<file path="config.mk">
export PLATFORM = sky130hd
export DESIGN_NAME = float32_add_multiply_unit
export DESIGN_NICKNAME = d
export VERILOG_FILES = /design/src/rtl/fpam_pkg.sv /design/src/rtl/float32_add_multiply_unit.sv
export SDC_FILE = /design/constraint.sdc
export NUM_CORES = 2
export LEC_CHECK = 0
export BUFFER_PORTS_ARGS = -buffer_cell sky130_fd_sc_hd__buf_2
export CAP_MARGIN = 20
export CORE_MARGIN = 2
export CORE_UTILIZATION = 31
export CTS_BUF_LIST = sky130_fd_sc_hd__clkbuf_4 sky130_fd_sc_hd__clkbuf_8
export DETAILED_ROUTE_END_ITERATION = 16
export GPL_TIMING_DRIVEN = 0
export PLACE_DENSITY_LB_ADDON = 0.05
export SLEW_MARGIN = 40
export SYNTH_ARGS = -nofsm -noshare
export SYNTH_HDL_FRONTEND = slang
export SYNTH_SLANG_ARGS = --single-unit
</file>
<file path="constraint.sdc">
create_clock -name clk -period 16.1 [get_ports clk]
set_input_delay 2.415 -clock clk [delete_from_list [all_inputs] [get_ports clk]]
set_output_delay 2.415 -clock clk [all_outputs]
set_load 0.02 [all_outputs]
</file>
<file path="src/rtl/fpam_pkg.sv">
// Shared types and constants for the single-precision add/multiply unit.
package fpam_pkg;

  localparam logic FUNC_ADD = 1'b0;
  localparam logic FUNC_MUL = 1'b1;
  localparam logic [9:0] EXP_BIAS = 10'd127;
  localparam int SIGN_POS = 31;

  typedef struct packed {
    logic        func;
    logic [31:0] operand_a;
    logic [31:0] operand_b;
  } fpam_in_t;

  typedef struct packed {
    logic [31:0] result_bits;
    logic        exponent_range_error;
  } fpam_out_t;

endpackage

</file>
<file path="src/rtl/float32_add_multiply_unit.sv">
// Top level of the pipelined single-precision add/multiply unit.
//
// Accepts one request per cycle (busy is held low: the unit never stalls) and
// returns each result on out_valid for one cycle. The pipeline has four
// register stages: operand decode and alignment, significand add or subtract
// or product sum, leading-zero count, normalise and pack. The 24x24 product
// uses two 24x12 partial products in stage one that are summed in stage two.
// Rounding is truncation; infinities, NaNs and subnormals get no special
// handling; an exponent leaving 0..255 raises exponent_range_error and keeps
// the exponent modulo 256.
module float32_add_multiply_unit
  import fpam_pkg::*;
(
  input  logic      clk,
  input  logic      rst_n,
  input  logic      start,
  output logic      busy,
  input  fpam_in_t  in_req,
  output logic      out_valid,
  output fpam_out_t out_res
);

  // Stage 1: decode, order magnitudes, align, partial products.
  logic        v1_r;
  logic        mul1_r, pass1_r, zero1_r, sub1_r, sign1_r;
  logic [31:0] pass_val1_r;
  logic [9:0]  exp1_r;
  logic [23:0] ml1_r, ms1_r;
  logic [35:0] pp_lo1_r, pp_hi1_r;

  logic [31:0] a, b, big, little;
  logic [7:0]  el, es, d;
  logic [23:0] ma, mb, ml, ms_al;
  always_comb begin
    a = in_req.operand_a;
    b = in_req.operand_b;
    if (a[30:0] >= b[30:0]) begin
      big = a; little = b;
    end else begin
      big = b; little = a;
    end
    el = big[30:23];
    es = little[30:23];
    d  = el - es;
    ml = {1'b1, big[22:0]};
    ms_al = (d >= 8'd24) ? 24'd0 : ({1'b1, little[22:0]} >> d[4:0]);
    ma = {1'b1, a[22:0]};
    mb = {1'b1, b[22:0]};
  end

  always_ff @(posedge clk) begin
    if (!rst_n) v1_r <= 1'b0;
    else        v1_r <= start;
    mul1_r <= in_req.func == FUNC_MUL;
    pp_lo1_r <= ma * mb[11:0];
    pp_hi1_r <= ma * mb[23:12];
    if (in_req.func == FUNC_MUL) begin
      zero1_r  <= (a == 32'd0) || (b == 32'd0);
      pass1_r  <= 1'b0;
      sign1_r  <= a[SIGN_POS] ^ b[SIGN_POS];
      exp1_r   <= {2'b00, a[30:23]} + {2'b00, b[30:23]} - EXP_BIAS;
      sub1_r   <= 1'b0;
    end else begin
      zero1_r  <= (a != 32'd0) && (b != 32'd0) && (a[31] != b[31])
                  && (a[30:0] == b[30:0]);
      pass1_r  <= (a == 32'd0) || (b == 32'd0);
      sign1_r  <= big[SIGN_POS];
      exp1_r   <= {2'b00, el};
      sub1_r   <= a[31] != b[31];
    end
    pass_val1_r <= (a == 32'd0) ? b : a;
    ml1_r <= ml;
    ms1_r <= ms_al;
  end

  // Stage 2: significand add/subtract or product sum.
  logic        v2_r, mul2_r, pass2_r, zero2_r, sign2_r;
  logic [31:0] pass_val2_r;
  logic [9:0]  exp2_r;
  logic [24:0] sum2_r;
  logic [47:0] prod2_r;
  always_ff @(posedge clk) begin
    if (!rst_n) v2_r <= 1'b0;
    else        v2_r <= v1_r;
    mul2_r <= mul1_r; pass2_r <= pass1_r; zero2_r <= zero1_r;
    sign2_r <= sign1_r; pass_val2_r <= pass_val1_r; exp2_r <= exp1_r;
    sum2_r <= sub1_r ? ({1'b0, ml1_r} - {1'b0, ms1_r})
                     : ({1'b0, ml1_r} + {1'b0, ms1_r});
    prod2_r <= {12'd0, pp_lo1_r} + {pp_hi1_r, 12'd0};
  end

  // Stage 3: pick significand, count leading zeros.
  // A product reaching bit 47 is placed so that stage 4 drops one bit and
  // raises the exponent, as for an add carry.
  logic        v3_r, pass3_r, zero3_r, sign3_r, mul3_r;
  logic [31:0] pass_val3_r;
  logic [9:0]  exp3_r;
  logic [24:0] sig3_r;
  logic [4:0]  lz3_r;
  logic [24:0] sig_nxt;
  logic [4:0]  lz_nxt;
  always_comb begin
    if (mul2_r) sig_nxt = prod2_r[47] ? {prod2_r[47:24], 1'b0} : {1'b0, prod2_r[46:23]};
    else        sig_nxt = sum2_r;
    lz_nxt = 5'd0;
    for (int i = 0; i < 24; i++) begin
      if (sig_nxt[i]) lz_nxt = 5'(23 - i);
    end
  end
  always_ff @(posedge clk) begin
    if (!rst_n) v3_r <= 1'b0;
    else        v3_r <= v2_r;
    pass3_r <= pass2_r; zero3_r <= zero2_r; sign3_r <= sign2_r;
    mul3_r <= mul2_r; pass_val3_r <= pass_val2_r; exp3_r <= exp2_r;
    sig3_r <= sig_nxt; lz3_r <= lz_nxt;
  end

  // Stage 4: normalise and pack.
  logic      v4_r;
  fpam_out_t res4_r;
  logic [9:0]  e_n;
  logic [23:0] m_n;
  always_comb begin
    if (sig3_r[24]) begin
      m_n = sig3_r[24:1];
      e_n = exp3_r + 10'd1;
    end else if (mul3_r) begin
      m_n = sig3_r[23:0];
      e_n = exp3_r;
    end else begin
      m_n = sig3_r[23:0] << lz3_r;
      e_n = exp3_r - {5'd0, lz3_r};
    end
  end
  always_ff @(posedge clk) begin
    if (!rst_n) v4_r <= 1'b0;
    else        v4_r <= v3_r;
    if (pass3_r) begin
      res4_r.result_bits <= pass_val3_r;
      res4_r.exponent_range_error <= 1'b0;
    end else if (zero3_r) begin
      res4_r.result_bits <= 32'd0;
      res4_r.exponent_range_error <= 1'b0;
    end else begin
      res4_r.result_bits <= {sign3_r, e_n[7:0], m_n[22:0]};
      res4_r.exponent_range_error <= e_n[9] | e_n[8];
    end
  end

  assign busy      = 1'b0;
  assign out_valid = v4_r;
  assign out_res   = res4_r;

endmodule

</file>
==> run metrics <==
Final period util 59.1%; Min-Delay Path Class register to register; global placer's final weighted congestion 0.927; Ys Warns 0; Pleak 18.0 nW; Flop pwr share 15.9%; PostCTS Resize Cnt 0; area delta synth->final 11.8%; IR drop worst, VDD 0.434 mV; number of hold buffers added after CTS 0; fin cells 5,441; most frequent CP cell fa_1; clk sinks 363; worst skew pair latency 0.69 ns; sequential area share after synthesis 21.6%; post-route ant nets 0; internal power 4.06 mW; Critical Path Slowest Stage Cell clkbuf_1; die area 111,000 µm²; ys async rst share 0%; Reg clk slew, reported paths 0.06 ns; synthesized cell area 33,600 µm²; # port buffers 101; vias in the first global route 27,100; P per Cell Area 233 nW/µm²; Final TNS setup 0 ns; largest net degree at the start of global routing 13; CTS tree built; DRT Wirelength 129 mm; Overall Global Routing Usage 23.4%; syn nets 4,572; postcts setup bufs 0; worst path required time 16.59 ns; worst setup path category input port to register; Post-synth EDFFs 0; Die X 333 µm; CP endpoint kind register; NumNets Final 4,747; total power 8.76 mW; Core Rows 120; Initial Util 31.3%; Logic pwr share 72.7%; gr ovfl total 0; Final Skew 0.0699 ns; fmax 105 MHz; Slew Limit Fails 0; routed via count 26,600; first-pass GRT wire length 188 mm; Final Hold Fails 0; Clk pwr share 11.4%; Arr. time, crit path 10.00 ns; core box area 107,000 µm²; DRC viols 0; slowest stage delay, CP 0.73 ns; min Tclk post-route 9.51 ns; Avg WL per Cell 23.8 µm; Cell Chain, Critical Path buf_2 -> clkbuf_1 -> clkbuf_1 -> nand2_1 -> fa_1 -> fa_1 -> inv_1 -> fa_1 -> fa_1 -> inv_1 -> fa_1 -> inv_1 -> ha_1 -> a21oi_1 -> nor2_1 -> a211oi_1 -> o21ai_2 -> buf_4 -> a41oi_1 -> o211ai_1 -> nand3_1 -> a31oi_1 -> a21oi_1; initial antenna violation count 17; Avg Synthesized Cell Area 8.86 µm²; vias per cell 4.90; DP Area 36,000 µm²; layout cells sized above 1 9.26%; relative slew slack 36.0%; switching power 4.70 mW; sw frac 53.7%; RSZ-0062 raised after global routing no; Die Height 333 µm; Boundary Pins 103; critical path peak fanout 10; htree depth 3; CTS Buf Count 68; area share of the largest cell type after synthesis 26.3%; startpoint types input port; initial DRC count 1,799; maxcap violations 0; DP HPWL 106 mm; synth top area cells fa_1 (26%), dfxtp_1 (22%), ha_1 (9.8%); number of synthesized register bits 363; status complete, no violations; Mapped Cells 3,798; DRT Pass-1 Iters 5; Synth Flop Type dfxtp_1; root buf cell clkbuf_8; dominant cell type by area after synthesis fa_1; count of cell types in the netlist 89; placed cells 5,306; final setup fails 0; Worst Tran Pin Value 0.960 ns; CTS max path bufs 3; cell area after layout 37,600 µm²
==> cell families after synthesis <==
kind of cell,share of synthesized area (%)
buffers and inverters,9.42
other,0.0111
adder cells (fa/ha/maj),36.1
AND/OR/NAND/NOR,14.8
XOR/XNOR,3.28
AO/OA/AOI/OAI,10.0
multiplexers,4.75
flip-flops,21.6
==> power groups by stage <==
| stage | sequential, mW | clock, mW | combinational [mW] |
|---|---|---|---|
| after floorplan | 1.39 | 0 | 3.84 |
| after global placement | 1.41 | 0 | 6.34 |
| after detailed placement | 1.41 | 0 | 6.31 |
| after CTS | 1.39 | 1.04 | 6.35 |
| after global routing | 1.42 | 1.08 | 7.05 |
| final | 1.39 | 1.00 | 6.37 |
==> stage by stage <==
| step | util, % | setup WS [ns] | hold slack, ns |
|---|---|---|---|
| 2_1_floorplan | - | 8.24 | 0.310 |
| 3_3_place_gp | 33.4 | 4.79 | 0.311 |
| 3_5_place_dp | 33.6 | 5.93 | 0.312 |
| 4_1_cts | 35.0 | 6.68 | 0.305 |
| 5_1_grt | 35.0 | 6.36 | 0.310 |
| 6_report | 35.0 | 6.59 | 0.310 |
==> sequential cells by signal (all words and copies together) (netlist names), 23 cells and up <==
signal	flops
pass_val1_r	32
pp_lo1_r	24
pass_val3_r	32
out_res	33
pass_val2_r	32
ms1_r	24
sum2_r	25
sig3_r	25
prod2_r	25
pp_hi1_r	36
ml1_r	23
==> layout by cell type, fill, tap and decap left out, drive strengths merged, types with 10 or more instances in the layout <==
| cell type | n |
|---|---|
| buf | 139 |
| mux2i | 73 |
| nor2b | 26 |
| nand2 | 591 |
| nor4 | 26 |
| o21ai | 135 |
| and3 | 20 |
| dfxtp | 363 |
| clkbuf | 257 |
| nand4 | 21 |
| a22oi | 16 |
| o21bai | 11 |
| diode | 10 |
| nor2 | 206 |
| clkinv | 15 |
| mux2 | 27 |
| nor3 | 64 |
| a21oi | 145 |
| and2 | 70 |
| mux4 | 25 |
| xnor2 | 96 |
| inv | 648 |
| a22o | 29 |
| or2 | 10 |
| nand3 | 45 |
| nand2b | 10 |
| ha | 264 |
| a31oi | 15 |
| or3 | 10 |
| fa | 442 |
| o21a | 15 |
| a21o | 49 |
| a211oi | 20 |
| xor2 | 30 |
==> worst max-delay path, delay by kind of cell <==
kind                     cells  cell delay (ns)
AO/OA/AOI/OAI                7             2.13
adder cells (fa/ha/maj)      6             2.93
buffers and inverters        7             2.06
AND/OR/NAND/NOR              3             0.43
==> synth_stat cells, types with 11 or more instances <==
library cell	n
a211oi_1	19
a21o_1	49
a21oi_1	145
a22o_1	29
a22oi_1	16
a31oi_1	15
and2_1	70
and3_1	20
buf_1	22
clkbuf_1	151
dfxtp_1	363
fa_1	442
ha_1	264
inv_1	641
mux2_2	26
mux2i_1	73
mux4_2	25
nand2_1	591
nand3_1	45
nand4_1	21
nor2_1	205
nor2b_1	26
nor3_1	60
nor4_1	25
o21a_1	15
o21ai_0	132
o21bai_1	11
xnor2_1	96
xor2_1	30
==> routing by layer <==
| metal | part of all wire, % | track usage [%] | vias up |
|---|---|---|---|
| met5 | 0.031 | 0 | - |
| met2 | 45 | 37.3 | 760 |
| met3 | 5.7 | 3.72 | 184 |
| met4 | 3.7 | 8.40 | 6 |
| li1 | - | - | 12400 |
| met1 | 46 | 31.9 | 13200 |
==> final timing paths <==
| kind | to | cells past startpoint | slack (ns) | from |
|---|---|---|---|---|
| hold / removal | pass_val3_r[18] | 0 | 0.31 | pass_val2_r[18] |
| setup reg to reg | sum2_r[21] | 15 | 11.52 | ms1_r[0] |
| hold reg to reg | pass_val3_r[18] | 0 | 0.31 | pass_val2_r[18] |
| setup / recovery | pp_hi1_r[33] | 23 | 6.59 | in_req[38] |
==> area by class of cell <==
| type | instances | area, µm² |
|---|---|---|
| fillers | 11300 | 69700 |
| multi-input cells | 2602 | 23300 |
| flip-flops and latches | 363 | 7270 |
| inverters | 648 | 2430 |
| well taps | 1403 | 1760 |
| clock buffers | 106 | 1320 |
| plain buffers | 185 | 787 |
| repair buffers | 105 | 539 |
| clock inverters | 19 | 254 |
| diodes | 10 | 25.0 |
Power figures use the tool's default switching activity.
